===== config.mk =====
export PLATFORM = sky130hd
export DESIGN_NAME = symmetric_dda_line_stepper
export DESIGN_NICKNAME = d
export VERILOG_FILES = /design/src/hw/rtl/sdda_pkg.sv /design/src/hw/rtl/sdda_core.sv /design/src/hw/rtl/sdda_fifo.sv /design/src/hw/rtl/symmetric_dda_line_stepper.sv
export SDC_FILE = /design/constraint.sdc
export NUM_CORES = 1
export LEC_CHECK = 0
export ABC_AREA = 1
export BUFFER_PORTS_ARGS = -buffer_cell sky130_fd_sc_hd__buf_2
export CORE_MARGIN = 3
export CORE_UTILIZATION = 50
export DETAILED_ROUTE_END_ITERATION = 8
export MAX_ROUTING_LAYER = met4
export PLACE_DENSITY_LB_ADDON = 0.3
export SLEW_MARGIN = 5
export SYNTH_ARGS = -nofsm -noshare
export SYNTH_HDL_FRONTEND = slang
export SYNTH_SLANG_ARGS = --single-unit

===== constraint.sdc =====
create_clock -name clk -period 4.9 [get_ports clk]
set_input_delay 0.245 -clock clk [delete_from_list [all_inputs] [get_ports clk]]
set_output_delay 0.245 -clock clk [all_outputs]
set_load 0.005 [all_outputs]

===== src/hw/rtl/sdda_pkg.sv =====
package sdda_pkg;

  typedef enum logic {
    KIND_START = 1'b0,
    KIND_STEP  = 1'b1
  } kind_t;

  // Output buffer depth; it also bounds the beats in flight through the pipeline.
  localparam int FIFO_DEPTH = 8;
  localparam int FIFO_AW    = 3;

  localparam int CFG_AW = 3;
  localparam logic [CFG_AW-1:0] REG_DASH_MASK = 3'd0;
  localparam int DASH_BITS = 4;
  localparam logic [DASH_BITS-1:0] DASH_MASK_RESET = 4'hf;

endpackage


===== src/hw/rtl/sdda_core.sv =====
module sdda_core #(
  parameter int COORD_BITS = 12,
  parameter int FRAC_BITS  = 16
) (
  input  logic                                  clk,
  input  logic                                  rst_n,
  input  logic                                  in_valid,
  input  sdda_pkg::kind_t                       in_kind,
  input  logic signed [COORD_BITS-1:0]          in_start_x,
  input  logic signed [COORD_BITS-1:0]          in_start_y,
  input  logic signed [COORD_BITS-1:0]          in_end_x,
  input  logic signed [COORD_BITS-1:0]          in_end_y,
  input  logic [sdda_pkg::DASH_BITS-1:0]        dash_mask,
  output logic                                  res_valid,
  output logic signed [COORD_BITS:0]            res_point_x,
  output logic signed [COORD_BITS:0]            res_point_y,
  output logic                                  res_visible,
  output logic                                  res_last
);
  import sdda_pkg::*;

  localparam int D_W    = COORD_BITS + 1;
  localparam int N_W    = $clog2(COORD_BITS + 1);
  localparam int ACC_W  = COORD_BITS + FRAC_BITS + 2;
  localparam int STEP_W = COORD_BITS + 1;
  localparam int OUT_W  = COORD_BITS + 1;
  localparam int RND_W  = ACC_W - FRAC_BITS;
  localparam logic [ACC_W-1:0] HALF = ACC_W'(1) << (FRAC_BITS - 1);

  // Stage 0: registered input beat.
  logic                         v0_r;
  kind_t                        kind0_r;
  logic signed [COORD_BITS-1:0] sx0_r, sy0_r, ex0_r, ey0_r;

  // Stage 1: deltas and exponent.
  logic                         v1_r;
  kind_t                        kind1_r;
  logic signed [COORD_BITS-1:0] sx1_r, sy1_r;
  logic signed [D_W-1:0]        dx1_r, dy1_r;
  logic [N_W-1:0]               n1_r;

  logic signed [D_W-1:0]        dx_nxt, dy_nxt;
  logic [COORD_BITS-1:0]        ax, ay, amax;
  logic [N_W-1:0]               n_nxt;

  // Line state.
  logic signed [ACC_W-1:0]      acc_x_r, acc_y_r, inc_x_r, inc_y_r;
  logic signed [ACC_W-1:0]      acc_x_nxt, acc_y_nxt, inc_x_nxt, inc_y_nxt;
  logic [STEP_W-1:0]            steps_r, steps_nxt;
  logic [1:0]                   pos_r, pos_nxt;

  // Stage 2: point before rounding.
  logic                         v2_r;
  logic signed [ACC_W-1:0]      px2_r, py2_r;
  logic                         vis2_r, last2_r;
  logic                         vis_nxt, last_nxt;

  function automatic logic [OUT_W-1:0] round_away(input logic [ACC_W-1:0] v);
    logic [ACC_W-1:0] mag;
    logic [ACC_W-1:0] sum;
    logic [RND_W-1:0] r;
    mag = v[ACC_W-1] ? (~v + ACC_W'(1)) : v;
    sum = mag + HALF;
    r   = sum[ACC_W-1:FRAC_BITS];
    if (v[ACC_W-1]) begin
      r = ~r + RND_W'(1);
    end
    return r[OUT_W-1:0];
  endfunction

  always_ff @(posedge clk) begin
    if (!rst_n) begin
      v0_r <= 1'b0;
    end else begin
      v0_r <= in_valid;
    end
    if (in_valid) begin
      kind0_r <= in_kind;
      sx0_r   <= in_start_x;
      sy0_r   <= in_start_y;
      ex0_r   <= in_end_x;
      ey0_r   <= in_end_y;
    end
  end

  always_comb begin
    dx_nxt = D_W'(ex0_r) - D_W'(sx0_r);
    dy_nxt = D_W'(ey0_r) - D_W'(sy0_r);
    ax     = dx_nxt[D_W-1] ? COORD_BITS'(-dx_nxt) : dx_nxt[COORD_BITS-1:0];
    ay     = dy_nxt[D_W-1] ? COORD_BITS'(-dy_nxt) : dy_nxt[COORD_BITS-1:0];
    amax   = (ax > ay) ? ax : ay;
    // Bit length of the larger magnitude; zero length gives n of zero.
    n_nxt  = '0;
    for (int i = 0; i < COORD_BITS; i++) begin
      if (amax[i]) begin
        n_nxt = N_W'(i + 1);
      end
    end
  end

  always_ff @(posedge clk) begin
    if (!rst_n) begin
      v1_r <= 1'b0;
    end else begin
      v1_r <= v0_r;
    end
    if (v0_r) begin
      kind1_r <= kind0_r;
      sx1_r   <= sx0_r;
      sy1_r   <= sy0_r;
      dx1_r   <= dx_nxt;
      dy1_r   <= dy_nxt;
      n1_r    <= n_nxt;
    end
  end

  always_comb begin
    acc_x_nxt = acc_x_r;
    acc_y_nxt = acc_y_r;
    inc_x_nxt = inc_x_r;
    inc_y_nxt = inc_y_r;
    steps_nxt = steps_r;
    pos_nxt   = pos_r;
    vis_nxt   = 1'b0;
    last_nxt  = 1'b1;
    if (v1_r) begin
      if (kind1_r == KIND_START) begin
        acc_x_nxt = (ACC_W'(sx1_r) <<< FRAC_BITS) + $signed(HALF);
        acc_y_nxt = (ACC_W'(sy1_r) <<< FRAC_BITS) + $signed(HALF);
        inc_x_nxt = (ACC_W'(dx1_r) <<< FRAC_BITS) >>> n1_r;
        inc_y_nxt = (ACC_W'(dy1_r) <<< FRAC_BITS) >>> n1_r;
        steps_nxt = STEP_W'(1) << n1_r;
        vis_nxt   = 1'b1;
        last_nxt  = 1'b0;
      end else if (steps_r != '0) begin
        acc_x_nxt = acc_x_r + inc_x_r;
        acc_y_nxt = acc_y_r + inc_y_r;
        steps_nxt = steps_r - STEP_W'(1);
        pos_nxt   = pos_r + 2'd1;
        vis_nxt   = dash_mask[pos_r];
        last_nxt  = (steps_r == STEP_W'(1));
      end
    end
  end

  always_ff @(posedge clk) begin
    if (!rst_n) begin
      acc_x_r <= '0;
      acc_y_r <= '0;
      inc_x_r <= '0;
      inc_y_r <= '0;
      steps_r <= '0;
      pos_r   <= '0;
      v2_r    <= 1'b0;
    end else begin
      acc_x_r <= acc_x_nxt;
      acc_y_r <= acc_y_nxt;
      inc_x_r <= inc_x_nxt;
      inc_y_r <= inc_y_nxt;
      steps_r <= steps_nxt;
      pos_r   <= pos_nxt;
      v2_r    <= v1_r;
    end
    if (v1_r) begin
      px2_r   <= acc_x_nxt;
      py2_r   <= acc_y_nxt;
      vis2_r  <= vis_nxt;
      last2_r <= last_nxt;
    end
  end

  assign res_valid   = v2_r;
  assign res_point_x = round_away(px2_r);
  assign res_point_y = round_away(py2_r);
  assign res_visible = vis2_r;
  assign res_last    = last2_r;

endmodule


===== src/hw/rtl/sdda_fifo.sv =====
module sdda_fifo #(
  parameter int DATA_W = 28
) (
  input  logic              clk,
  input  logic              rst_n,
  input  logic              wr_valid,
  input  logic [DATA_W-1:0] wr_data,
  output logic              rd_valid,
  input  logic              rd_ready,
  output logic [DATA_W-1:0] rd_data
);
  import sdda_pkg::*;

  logic [DATA_W-1:0]  mem [FIFO_DEPTH];
  logic [FIFO_AW-1:0] wr_ptr_r, rd_ptr_r;
  logic [FIFO_AW:0]   count_r;
  logic               pop;

  // The upstream credit count keeps writes from reaching a full buffer.
  assign rd_valid = (count_r != '0);
  assign rd_data  = mem[rd_ptr_r];
  assign pop      = rd_valid && rd_ready;

  always_ff @(posedge clk) begin
    if (wr_valid) begin
      mem[wr_ptr_r] <= wr_data;
    end
  end

  always_ff @(posedge clk) begin
    if (!rst_n) begin
      wr_ptr_r <= '0;
      rd_ptr_r <= '0;
      count_r  <= '0;
    end else begin
      if (wr_valid) begin
        wr_ptr_r <= wr_ptr_r + FIFO_AW'(1);
      end
      if (pop) begin
        rd_ptr_r <= rd_ptr_r + FIFO_AW'(1);
      end
      if (wr_valid && !pop) begin
        count_r <= count_r + (FIFO_AW + 1)'(1);
      end else if (!wr_valid && pop) begin
        count_r <= count_r - (FIFO_AW + 1)'(1);
      end
    end
  end

endmodule


===== src/hw/rtl/symmetric_dda_line_stepper.sv =====
// Symmetric DDA line stepper. A beat with tuser 0 starts a line between the two endpoints in
// tdata and returns the start point plus one half; each beat with tuser 1 advances the line one
// step and returns the next point, all rounded half away from zero. A line of length L (the
// larger of |dx| and |dy|) takes 2^n steps, n being the bit length of L; tlast marks the final
// step, and a step beat with no line running repeats the last point with tuser (visible) low
// and tlast high. Step points are drawn according to the 4-bit dash mask at address 0, whose
// pattern position carries over from line to line. Every input beat yields exactly one output
// beat, through stages 0 to 2 and the output buffer. One beat is accepted per clock unless
// eight are outstanding; the rate is set by the single add of the line accumulators per cycle,
// and the eight-entry output buffer lets input continue while results wait.
module symmetric_dda_line_stepper #(
  parameter int COORD_BITS = 12,
  parameter int FRAC_BITS  = 16
) (
  input  logic                                 clk,
  input  logic                                 rst_n,
  input  logic                                 in_tvalid,
  output logic                                 in_tready,
  // start_x, start_y, end_x, end_y from bit 0 up, zero filled to whole bytes
  input  logic [((4*COORD_BITS+7)/8)*8-1:0]    in_tdata,
  // kind
  input  logic                                 in_tuser,
  output logic                                 out_tvalid,
  input  logic                                 out_tready,
  // point_x, point_y from bit 0 up, zero filled to whole bytes
  output logic [((2*(COORD_BITS+1)+7)/8)*8-1:0] out_tdata,
  // visible
  output logic                                 out_tuser,
  output logic                                 out_tlast,
  input  logic                                 cfg_psel,
  input  logic                                 cfg_penable,
  input  logic                                 cfg_pwrite,
  input  logic [sdda_pkg::CFG_AW-1:0]          cfg_paddr,
  input  logic [31:0]                          cfg_pwdata,
  output logic [31:0]                          cfg_prdata,
  output logic                                 cfg_pready
);
  import sdda_pkg::*;

  localparam int OUT_W  = COORD_BITS + 1;
  localparam int RES_W  = 2 * OUT_W + 2;
  localparam int ODATA_W = ((2*(COORD_BITS+1)+7)/8)*8;

  logic [DASH_BITS-1:0] dash_mask_r;
  logic [FIFO_AW:0]     credit_r;
  logic                 in_fire, out_fire;
  logic                 res_valid;
  logic signed [OUT_W-1:0] res_x, res_y;
  logic                 res_vis, res_last;
  logic [RES_W-1:0]     fifo_out;

  assign cfg_pready = 1'b1;
  assign cfg_prdata = (cfg_paddr == REG_DASH_MASK) ? 32'(dash_mask_r) : 32'd0;

  always_ff @(posedge clk) begin
    if (!rst_n) begin
      dash_mask_r <= DASH_MASK_RESET;
    end else if (cfg_psel && cfg_penable && cfg_pwrite && cfg_pready
                 && !cfg_paddr[2]) begin
      dash_mask_r <= cfg_pwdata[DASH_BITS-1:0];
    end
  end

  // Beats taken but not yet delivered; bounded by the output buffer depth.
  assign in_tready = (credit_r < (FIFO_AW + 1)'(FIFO_DEPTH));
  assign in_fire   = in_tvalid && in_tready;
  assign out_fire  = out_tvalid && out_tready;

  always_ff @(posedge clk) begin
    if (!rst_n) begin
      credit_r <= '0;
    end else if (in_fire && !out_fire) begin
      credit_r <= credit_r + (FIFO_AW + 1)'(1);
    end else if (!in_fire && out_fire) begin
      credit_r <= credit_r - (FIFO_AW + 1)'(1);
    end
  end

  sdda_core #(
    .COORD_BITS (COORD_BITS),
    .FRAC_BITS  (FRAC_BITS)
  ) u_core (
    .clk         (clk),
    .rst_n       (rst_n),
    .in_valid    (in_fire),
    .in_kind     (kind_t'(in_tuser)),
    .in_start_x  (in_tdata[COORD_BITS-1:0]),
    .in_start_y  (in_tdata[2*COORD_BITS-1:COORD_BITS]),
    .in_end_x    (in_tdata[3*COORD_BITS-1:2*COORD_BITS]),
    .in_end_y    (in_tdata[4*COORD_BITS-1:3*COORD_BITS]),
    .dash_mask   (dash_mask_r),
    .res_valid   (res_valid),
    .res_point_x (res_x),
    .res_point_y (res_y),
    .res_visible (res_vis),
    .res_last    (res_last)
  );

  sdda_fifo #(
    .DATA_W (RES_W)
  ) u_fifo (
    .clk      (clk),
    .rst_n    (rst_n),
    .wr_valid (res_valid),
    .wr_data  ({res_last, res_vis, res_y, res_x}),
    .rd_valid (out_tvalid),
    .rd_ready (out_tready),
    .rd_data  (fifo_out)
  );

  assign out_tdata = ODATA_W'(fifo_out[2*OUT_W-1:0]);
  assign out_tuser = fifo_out[2*OUT_W];
  assign out_tlast = fifo_out[2*OUT_W+1];

endmodule

[Yosys cells after proc, flatten, opt, wreduce, memory -nomap -nowiden]
Memories as Yosys holds them, arrays and structs flattened. A register that Yosys moved wholly into a read port is not among the register bits.
Cells that the tools add are included.
Cells by class
  magnitude comparators: 3
  shift operators: 3
  $add $sub $neg: 22
  eq/ne operators: 2
  muxes and demuxes: 39
  reduce and logical (&&, ||, !) cells: 22
  bitwise gates (word level): 5
Operator list (count)
  $mux 30: 6
  $add 30x30->30: 2
  $sshr 29x4->30: 2
  $add 28x17->29 const B: 2
  $add 29x1->29 const B: 2
  $add 29x16->29 const B: 2
  $mux 29: 2
  $not 29->29: 2
  $mux 13: 4
  $mux 12: 3
  $mux 3: 10
  $add 13x1->13 const B: 2
  $not 13->13: 2
  $sub 12x12->13: 2
  $neg 12->12: 2
  $mux 4: 5
  $eq 13x1->1 const B: 1
  $reduce_bool 13->1: 1
  $shl 1x4->13 const A: 1
  $sub 13x1->13 const B: 1
  $gt 12x12->1: 1
  $logic_and 1x1->1: 9
  $add 4x1->4 const B: 2
  $sub 4x1->4 const B: 2
  16 further kinds: 28
Storage, ports and cells
  memories kept: 1
  input bits: 91
  bits in registers: 322
  word-level logic and storage cells: 127
  memory bits (writable): 224
Memory list
  u_fifo.mem: words 8, bits a word 28, read ports 1, clocked after memory_dff 1, write ports 1, RTL line sdda_fifo.sv:14  | logic [DATA_W-1:0] mem [FIFO_DEPTH];

[Depth between registers and ports, before layout]
Gate-level depths: netlist (run 1).
  word-level depth: 16
  gate-level depth with buffers: 38
  depth with buffers taken out: 38

[Hierarchy]
Synthesis (run 1) repeated with hierarchy kept, for this count alone.
Second synthesis, totals
  cells, all modules: 3657
  area total of the unflattened synthesis: 30479.2 um^2
Modules (own cells, without submodules)
  sdda_core: sequential area each 7667.4 um^2, cells each 2719, instances 1, area each 20151.8 um^2
  sdda_fifo: sequential area each 6986.7 um^2, cells each 833, instances 1, area each 9586.7 um^2
  symmetric_dda_line_stepper: sequential area each 160.2 um^2, cells each 105, instances 1, area each 740.7 um^2

[Least setup slack after synthesis (run 1)]
Ideal clock, no wire load.
  path type: reg2reg
  start: register credit_r[3]
  end: register credit_r[3]
  required time: 4781 ps
  arrival: 4032 ps
  path slack: 749 ps
  buffers on the path: 0
  cell stages (with the launch flop): 12
  cells stage by stage: dfxtp_1 nor2_1 ha_1 inv_1 ha_1 and3_1 a211oi_1 nor2_1 nor2_1 nand2_1 o21ai_0 a21oi_1
Between the ends
  word-level cells in the longest chain between the ends: 5
RTL lines
  from (decl): RTL line symmetric_dda_line_stepper.sv:45  | logic [FIFO_AW:0] credit_r;
  from (signal assigned): RTL line symmetric_dda_line_stepper.sv:73  | credit_r <= credit_r + (FIFO_AW + 1)'(1);
  from (signal assigned): RTL line symmetric_dda_line_stepper.sv:75  | credit_r <= credit_r - (FIFO_AW + 1)'(1);
  $lt 4x4->1 (*): RTL line symmetric_dda_line_stepper.sv:65  | assign in_tready = (credit_r < (FIFO_AW + 1)'(FIFO_DEPTH));
  $logic_and 1x1->1 (*): RTL line symmetric_dda_line_stepper.sv:66  | assign in_fire = in_tvalid && in_tready;
  net in_fire: RTL line symmetric_dda_line_stepper.sv:46  | logic in_fire, out_fire;
  $logic_not 1->1: RTL line symmetric_dda_line_stepper.sv:74  | end else if (!in_fire && out_fire) begin
  $logic_and 1x1->1: RTL line symmetric_dda_line_stepper.sv:74
  $reduce_bool 2->1 (no source line)
The timed path passes the listed nets; every way through them passes the cells marked *. The select of a mux whose other input is x is not followed.
A chain may end at the register's enable or synchronous reset.

[Worst setup path after layout (run 1)]
  start: register u_core.sy0_r[0]
  end: register u_core.n1_r[0] (data pin)
Between the ends
  word-level cells in the longest chain between the ends: 16
RTL lines
  from (decl): RTL line sdda_core.sv:33  | logic signed [COORD_BITS-1:0] sx0_r, sy0_r, ex0_r, ey0_r;
  from (signal assigned): RTL line sdda_core.sv:80  | sy0_r <= in_start_y;
  $sub 12x12->13 (*): RTL line sdda_core.sv:88  | dy_nxt = D_W'(ey0_r) - D_W'(sy0_r);
  net u_core.dy_nxt[10]: RTL line sdda_core.sv:42  | logic signed [D_W-1:0] dx_nxt, dy_nxt;
  $neg 12->12: RTL line sdda_core.sv:90  | ay = dy_nxt[D_W-1] ? COORD_BITS'(-dy_nxt) : dy_nxt[COORD_BITS-1:0];
  $mux 12 (*): RTL line sdda_core.sv:90
  $gt 12x12->1: RTL line sdda_core.sv:91  | amax = (ax > ay) ? ax : ay;
  $mux 12 (*): RTL line sdda_core.sv:91
  $mux 1: RTL line sdda_core.sv:95  | if (amax[i]) begin
  $mux 2 (2 in series): RTL line sdda_core.sv:95
  $mux 3 (8 in series): RTL line sdda_core.sv:95
  to (signal assigned): RTL line sdda_core.sv:113  | n1_r <= n_nxt;
  to (decl): RTL line sdda_core.sv:40  | logic [N_W-1:0] n1_r;
The timed path passes the listed nets; every way through them passes the cells marked *.

==> impl_metrics.env, run 1 <==
export IMPL_outcome="completed"
export IMPL_synth_mux_area_fraction_pct=0.2038
export IMPL_cellPowerDensity_nw_per_um2=479.2
export IMPL_grt_max_degree=84
export IMPL_nNetsFinal=3781
export IMPL_synth_area_um2=29470
export IMPL_gp_congestion=0.9466
export IMPL_ys_warn_count=0
export IMPL_initial_core_util_pct=50.80
export IMPL_max_cap_violations=0
export IMPL_async_reset_ff_share_pct=0
export IMPL_cts_root_buf="clkbuf_16"
export IMPL_slowest_delay_ns=0.38
export IMPL_fmaxAchievable_mhz=225.7
export IMPL_die_w_um=248.8
export IMPL_num_vias=23170
export IMPL_diodes=0
export IMPL_io_buffers=96
export IMPL_power_internal_mw=9.954
export IMPL_hold_slack_ns=0.1144
export IMPL_pwr_share_clk_pct=27.4
export IMPL_synth_xor_area_share_pct=2.462
export IMPL_path_max_fanout=5
export IMPL_antenna_found_initial=0
export IMPL_slowest_stage="edfxtp_1"
export IMPL_synth_top_family_by_area="simple AND/OR/NAND/NOR gates"
export IMPL_dpl_hpwl_um=46270
export IMPL_stdcell_area_um2=33020
export IMPL_dp_cells=4228
export IMPL_area_delta_synth_final_pct=12.01
export IMPL_cts_tree="yes"
export IMPL_synthDistinctLibCells=67
export IMPL_crit_type="reg -> reg"
export IMPL_fin_cells=4390
export IMPL_power_total_mw=15.82
export IMPL_grt_pass1_vias=21500
export IMPL_hold_viol=0
export IMPL_syn_area_per_cell_um2=8.524
export IMPL_ys_seq_elements=545
export IMPL_synthCells=3458
export IMPL_routed_wl_um=68480
export IMPL_clk_latency_ns=0.63
export IMPL_drive_gt1_share_pct=9.407
export IMPL_synth_edf_count=390
export IMPL_grt_pass1_wl_um=110100
export IMPL_crit_path_end_kind="flip-flop"
export IMPL_maxSlewHeadroom_pct=25.52
export IMPL_p_sw_mw=5.868
export IMPL_fin_ws_ns=0.4700
export IMPL_setup_violations=0
export IMPL_remaining_drc_errors=0
export IMPL_dpl_worst_slack_ns=0.4000
export IMPL_vdd_ir_drop_max_uv=994.8
export IMPL_hp_class="in -> reg"
export IMPL_drt_iter0_drc=1545
export IMPL_period_share_pct=90.41
export IMPL_cts_buffers=57
export IMPL_rows=88
export IMPL_path_clk_slew_ns=0.06
export IMPL_cp_start_kind="flip-flop"
export IMPL_finalCoreUtilization_pct=56.90
export IMPL_clockBufferDepth=3
export IMPL_fin_crit_ns=4.430
export IMPL_power_leakage_nw=14.09
export IMPL_grtUsageTotal_pct=22.18
export IMPL_yosysSeqAreaShare_pct=50.26
export IMPL_worst_slew_pin_slew_ns=1.116
export IMPL_slew_viol_final=0
export IMPL_fin_worst_skew_ns=0.02899
export IMPL_cp_arrival_ns=4.81
export IMPL_required_ns=5.28
export IMPL_core_area_um2=58030
export IMPL_synthFlopType="edfxtp_1"
export IMPL_grt_overflow=0
export IMPL_mostFrequentLayoutCell="nand2_1"
export IMPL_final_cell_mix="797 x nand2_1, 408 x nor2_1, 390 x edfxtp_1"
export IMPL_die_y_um=248.8
export IMPL_synthAdderAreaFrac_pct=4.992
export IMPL_firstDrtPassIters=6
export IMPL_synth_simple_gate_area_share_pct=22.05
export IMPL_synth_compound_area_share_pct=13.04
export IMPL_place_area_um2=30550
export IMPL_die_area_um2=61900
export IMPL_crit_top_cell="nand2_1"
export IMPL_p_seq_share_pct=36.5
export IMPL_cts_sinks=545
export IMPL_p_sw_share_pct=37.09
export IMPL_htree_levels=2
export IMPL_post_drt_wl_per_cell_um=15.60
export IMPL_combPwrFrac_pct=36.1
export IMPL_via_per_inst=5.279
export IMPL_boundaryPins=160
export IMPL_antenna_left=0
export IMPL_setup_tns_ns=0
## repair_timing
item,CTS,global route
endpoints found under the hold margin,54,0
hold buffers,54,0
endpoints found under the setup margin,0,4
resized for setup,0,7
setup buffers,0,0
## kinds of logic after synthesis
family / after synthesis
other cells: 2
compound gates: 677
xor+xnor: 76
flops: 545
mux: 6
buf+inv: 502
simple gates: 1536
fa+ha+maj: 114
## power groups by stage
| stage | clock network [mW] | registers, mW | logic (mW) |
|---|---|---|---|
| floorplan | 0 | 5.69 | 4.38 |
| global placement | 0 | 5.86 | 5.53 |
| detailed placement | 0 | 5.87 | 5.61 |
| CTS | 4.40 | 5.78 | 5.67 |
| global route | 4.59 | 5.83 | 6.51 |
| finish | 4.34 | 5.78 | 5.70 |
## final timing paths
| kind | to | slack [ns] | start | cells after the start |
|---|---|---|---|---|
| hold / removal | dash_mask_r[2]$_SDFFE_PN1P_ | 0.11 | cfg_penable | 4 |
| hold reg to reg | u_core.acc_x_r[0]$_SDFF_PN0_ | 0.45 | u_core.acc_x_r[0]$_SDFF_PN0_ | 2 |
| setup / recovery | u_core.n1_r[0]$_SDFFCE_PP0P_ | 0.47 | u_core.sy0_r[0]$_DFFE_PP_ | 34 |
| setup reg to reg | u_core.n1_r[0]$_SDFFCE_PP0P_ | 0.47 | u_core.sy0_r[0]$_DFFE_PP_ | 34 |
## worst max-delay path: cells and delay by family, from the launching register on
family | cells | cell delay (ns)
DFF | 1 | 0.38
buffers and inverters | 4 | 0.30
AOI/OAI and AO/OA | 5 | 0.62
adders and majority gates | 3 | 0.86
xor gates and xnor gates | 1 | 0.20
and+or+nand+nor | 21 | 1.82
## cell type report
class                   instances  area (um^2)
clock buffers                  80         1574
clock inverters                28        327.8
fillers                      5128        25010
inverters                     351         1319
multi-input cells            2444        12790
flip-flops and latches        545        14820
well taps                     765        957.2
repair buffers                177         1224
## registers in the layout (all words and copies together), names as in the netlist, 12 cells and up, named ones only
register and flops:
u_fifo.mem 224, u_core.acc_x_r 30, u_core.px2_r 30, u_core.sx1_r 12, u_core.inc_y_r 28, u_core.py2_r 30
u_core.dx1_r 13, u_core.ey0_r 12, u_core.sx0_r 12, u_core.acc_y_r 30, u_core.dy1_r 13, u_core.steps_r 13
u_core.ex0_r 12, u_core.sy1_r 12, u_core.sy0_r 12, u_core.inc_x_r 28
## synth_stat cells (7+ instances only)
cell type | instances | area share (%)
edfxtp_1 | 390 | 40
nor2_4 | 7 | 0.27
or2_2 | 19 | 0.40
ha_1 | 108 | 4.6
buf_2 | 15 | 0.25
nand2_2 | 19 | 0.40
o21bai_1 | 10 | 0.25
xor2_1 | 45 | 1.3
nor3_1 | 22 | 0.37
xnor2_1 | 23 | 0.68
nor2_1 | 420 | 5.3
nand2_1 | 799 | 10
a221oi_1 | 11 | 0.33
inv_1 | 332 | 4.2
o21a_1 | 10 | 0.25
nor2_2 | 13 | 0.28
o22ai_1 | 36 | 0.76
o21ai_0 | 236 | 4.0
a22oi_1 | 21 | 0.53
nand4_1 | 36 | 0.76
a21oi_1 | 210 | 3.6
a31oi_1 | 54 | 1.1
inv_2 | 18 | 0.23
a21o_1 | 8 | 0.20
a21boi_1 | 7 | 0.18
clkbuf_1 | 89 | 1.1
buf_1 | 8 | 0.10
buf_4 | 38 | 0.97
dfxtp_1 | 155 | 11
o21ai_1 | 28 | 0.48
nand3_1 | 148 | 2.5
nand3_2 | 8 | 0.27
nand3b_1 | 20 | 0.51
o211ai_1 | 11 | 0.28
## metal layers
metal / track usage [%] / part of all wire [%] / up-vias
li1: - / - / 11830
met1: 29.20 / 46 / 10730
met2: 36.49 / 47 / 506
met3: 2.548 / 4.8 / 110
met4: 6.303 / 2.5 / 0
met5: - / 0 / -
Note: power is estimated with default switching activity, not from simulation.
==> run 2: changes to the inputs <==
--- a/config.mk
+++ b/config.mk
@@ -5,7 +5,6 @@
 export SDC_FILE = /design/constraint.sdc
 export NUM_CORES = 1
 export LEC_CHECK = 0
-export ABC_AREA = 1
 export BUFFER_PORTS_ARGS = -buffer_cell sky130_fd_sc_hd__buf_2
 export CORE_MARGIN = 3
 export CORE_UTILIZATION = 50
==> impl_metrics.env, run 2 <==
export IMPL_path_clk_slew_ns=0.06
export IMPL_synth_compound_area_share_pct=14.04
export IMPL_setup_tns_ns=0
export IMPL_hold_viol=0
export IMPL_ys_warn_count=0
export IMPL_nNetsFinal=2958
export IMPL_cts_root_buf="clkbuf_16"
export IMPL_cp_start_kind="flip-flop"
export IMPL_maxSlewHeadroom_pct=31.30
export IMPL_hp_class="in -> reg"
export IMPL_combPwrFrac_pct=37.0
export IMPL_pwr_share_clk_pct=26.9
export IMPL_via_per_inst=5.846
export IMPL_p_sw_share_pct=33.57
export IMPL_clockBufferDepth=3
export IMPL_dpl_hpwl_um=47370
export IMPL_antenna_left=0
export IMPL_cellPowerDensity_nw_per_um2=477.3
export IMPL_dpl_worst_slack_ns=-0.2912
export IMPL_power_total_mw=15.79
export IMPL_fin_worst_skew_ns=0.05193
export IMPL_htree_levels=2
export IMPL_boundaryPins=160
export IMPL_place_area_um2=30370
export IMPL_p_seq_share_pct=36.1
export IMPL_firstDrtPassIters=5
export IMPL_required_ns=5.26
export IMPL_routed_wl_um=68880
export IMPL_period_share_pct=99.40
export IMPL_synth_area_leaders="edfxtp_1 41%, dfxtp_1 11%, ha_1 4.7%"
export IMPL_diodes=0
export IMPL_drt_iter0_drc=1695
export IMPL_rows=87
export IMPL_grtUsageTotal_pct=23.36
export IMPL_grt_max_degree=69
export IMPL_synthAdderAreaFrac_pct=5.119
export IMPL_core_area_um2=56600
export IMPL_drive_gt1_share_pct=17.06
export IMPL_grt_overflow=0
export IMPL_gp_congestion=0.8960
export IMPL_worst_slew_pin_slew_ns=1.028
export IMPL_synthFlopType="edfxtp_1"
export IMPL_final_cell_mix="390 x edfxtp_1, 215 x nand2_1, 160 x nor2_1"
export IMPL_cp_arrival_ns=5.23
export IMPL_crit_type="reg -> reg"
export IMPL_synth_top_area_share_pct=40.75
export IMPL_mostFrequentLayoutCell="edfxtp_1"
export IMPL_grt_pass1_vias=20260
export IMPL_yosys_top_cells_count="390 x edfxtp_1, 216 x nand2_1, 168 x nor2_1, 155 x dfxtp_1, 142 x o21ai_0"
export IMPL_synthDistinctLibCells=96
export IMPL_synth_mux_area_fraction_pct=8.289
export IMPL_vdd_ir_drop_max_uv=545.1
export IMPL_p_sw_mw=5.301
export IMPL_num_vias=20800
export IMPL_power_internal_mw=10.49
export IMPL_path_max_fanout=3
export IMPL_antenna_found_initial=0
export IMPL_die_area_um2=60400
export IMPL_setup_violations=0
export IMPL_synth_top_family_by_area="compound AO/OA/AOI/OAI gates"
export IMPL_clk_latency_ns=0.64
export IMPL_synthCells=2565
export IMPL_die_w_um=245.8
export IMPL_fmaxAchievable_mhz=205.3
export IMPL_synth_edf_count=390
export IMPL_outcome="completed"
export IMPL_finalCoreUtilization_pct=58.44
export IMPL_power_leakage_nw=12.23
export IMPL_async_reset_ff_share_pct=0
export IMPL_top_usage_layer="met2"
export IMPL_area_delta_synth_final_pct=15.10
export IMPL_synth_area_um2=28740
export IMPL_post_drt_wl_per_cell_um=19.36
export IMPL_initial_core_util_pct=50.78
export IMPL_reg2reg_depth=18
export IMPL_rsz0062_at_grt="yes"
export IMPL_ys_seq_elements=545
export IMPL_use_met1_pct=30.65
export IMPL_hold_depth=4
export IMPL_slew_viol_final=0
export IMPL_use_met2_pct=38.92
export IMPL_stdcell_area_um2=33080
export IMPL_fin_ws_ns=0.02961
export IMPL_grt_use_met3_pct=2.835
export IMPL_yosysSeqAreaShare_pct=51.54
export IMPL_top_register="u_fifo.mem"
export IMPL_cts_tree="yes"
export IMPL_crit_path_end_kind="flip-flop"
export IMPL_syn_area_per_cell_um2=11.21
export IMPL_io_buffers=96
export IMPL_grt_pass1_wl_um=109900
export IMPL_max_cap_violations=0
export IMPL_yosys_area_top_type="edfxtp_1"
export IMPL_synth_xor_area_share_pct=4.332
export IMPL_cts_buffers=57
export IMPL_synth_simple_gate_area_share_pct=12.81
export IMPL_yosys_cell_count_top_type="edfxtp_1"
export IMPL_die_y_um=245.8
export IMPL_fin_crit_ns=4.870
export IMPL_cts_sinks=545
export IMPL_largest_register_ffs=224
export IMPL_remaining_drc_errors=0
-- run 2: power groups by stage --
stage | clock (mW) | sequential, mW | combinational [mW]
2_1_floorplan | 0 | 5.60 | 3.70
3_3_place_gp | 0 | 5.78 | 5.16
3_5_place_dp | 0 | 5.79 | 5.22
4_1_cts | 4.34 | 5.70 | 5.44
5_1_grt | 4.55 | 5.74 | 6.41
6_report | 4.25 | 5.69 | 5.85
-- run 2: routing by layer --
layer	routed length [um]	up-vias	part of all wire, %
met5	0	-	0
met3	3673	108	5.3
met2	33570	664	49
li1	-	9929	-
met4	1479	0	2.1
met1	30150	10100	44
-- run 2: critical path, cell delays in order (launching register included) --
cell and delay (ns):
edfxtp_1 0.40, ha_2 0.21, fa_2 0.33, and2b_1 0.21, or3b_4 0.38, a211oi_2 0.22, o211ai_1 0.15, or4_1 0.53
o31a_1 0.26, xor2_1 0.16, ha_1 0.30, nand4_1 0.16, nand2b_1 0.22, buf_4 0.15, a41oi_4 0.26, mux2i_4 0.31
nor3_1 0.07, o31ai_1 0.22, a21oi_1 0.10
-- run 2: cell type report --
class / instances / area (um^2)
inverter: 97 / 364.1
tap: 756 / 945.9
clock inverter: 26 / 276.5
fill: 4616 / 23520
clock buffer: 82 / 1614
timing repair buffer: 254 / 1834
sequential: 545 / 14830
multi-input combinational: 1798 / 13220
-- run 2: logic make-up after synthesis --
| kind of cell | after synthesis |
|---|---|
| mux | 157 |
| fa+ha+maj | 114 |
| flops | 545 |
| compound gates | 615 |
| buf+inv | 255 |
| xor+xnor | 137 |
| simple gates | 740 |
| other cells | 2 |
-- run 2: what timing repair did --
action / CTS / global route
resized for setup: 11 / 32
endpoints found under the hold margin: 55 / 0
hold buffers: 54 / 0
pin swaps: 12 / 9
endpoints found under the setup margin: 4 / 68
setup buffers: 4 / 5
-- run 2: through the flow --
| step | instances | hold slack [ns] |
|---|---|---|
| after global placement | 3387 | 0.4131 |
| final | 3558 | 0.1180 |
| after detailed placement | 3387 | 0.4119 |
| after floorplan | 2598 | 0.3439 |
| after CTS | 3553 | 0.08151 |
| after global routing | 3558 | 0.1270 |
-- run 2: worst paths after layout --
| kind | from | endpoint | slack, ns |
|---|---|---|---|
| worst max-delay path | u_core.sx0_r[0]$_DFFE_PP_ | u_core.n1_r[1]$_SDFFCE_PP0P_ | 0.03 |
| worst min-delay path | cfg_penable | dash_mask_r[3]$_SDFFE_PN1P_ | 0.12 |
| worst max register to register | u_core.sx0_r[0]$_DFFE_PP_ | u_core.n1_r[1]$_SDFFCE_PP0P_ | 0.03 |
| worst min register to register | u_core.kind0_r$_DFFE_PP_ | u_core.kind1_r$_DFFE_PP_ | 0.43 |
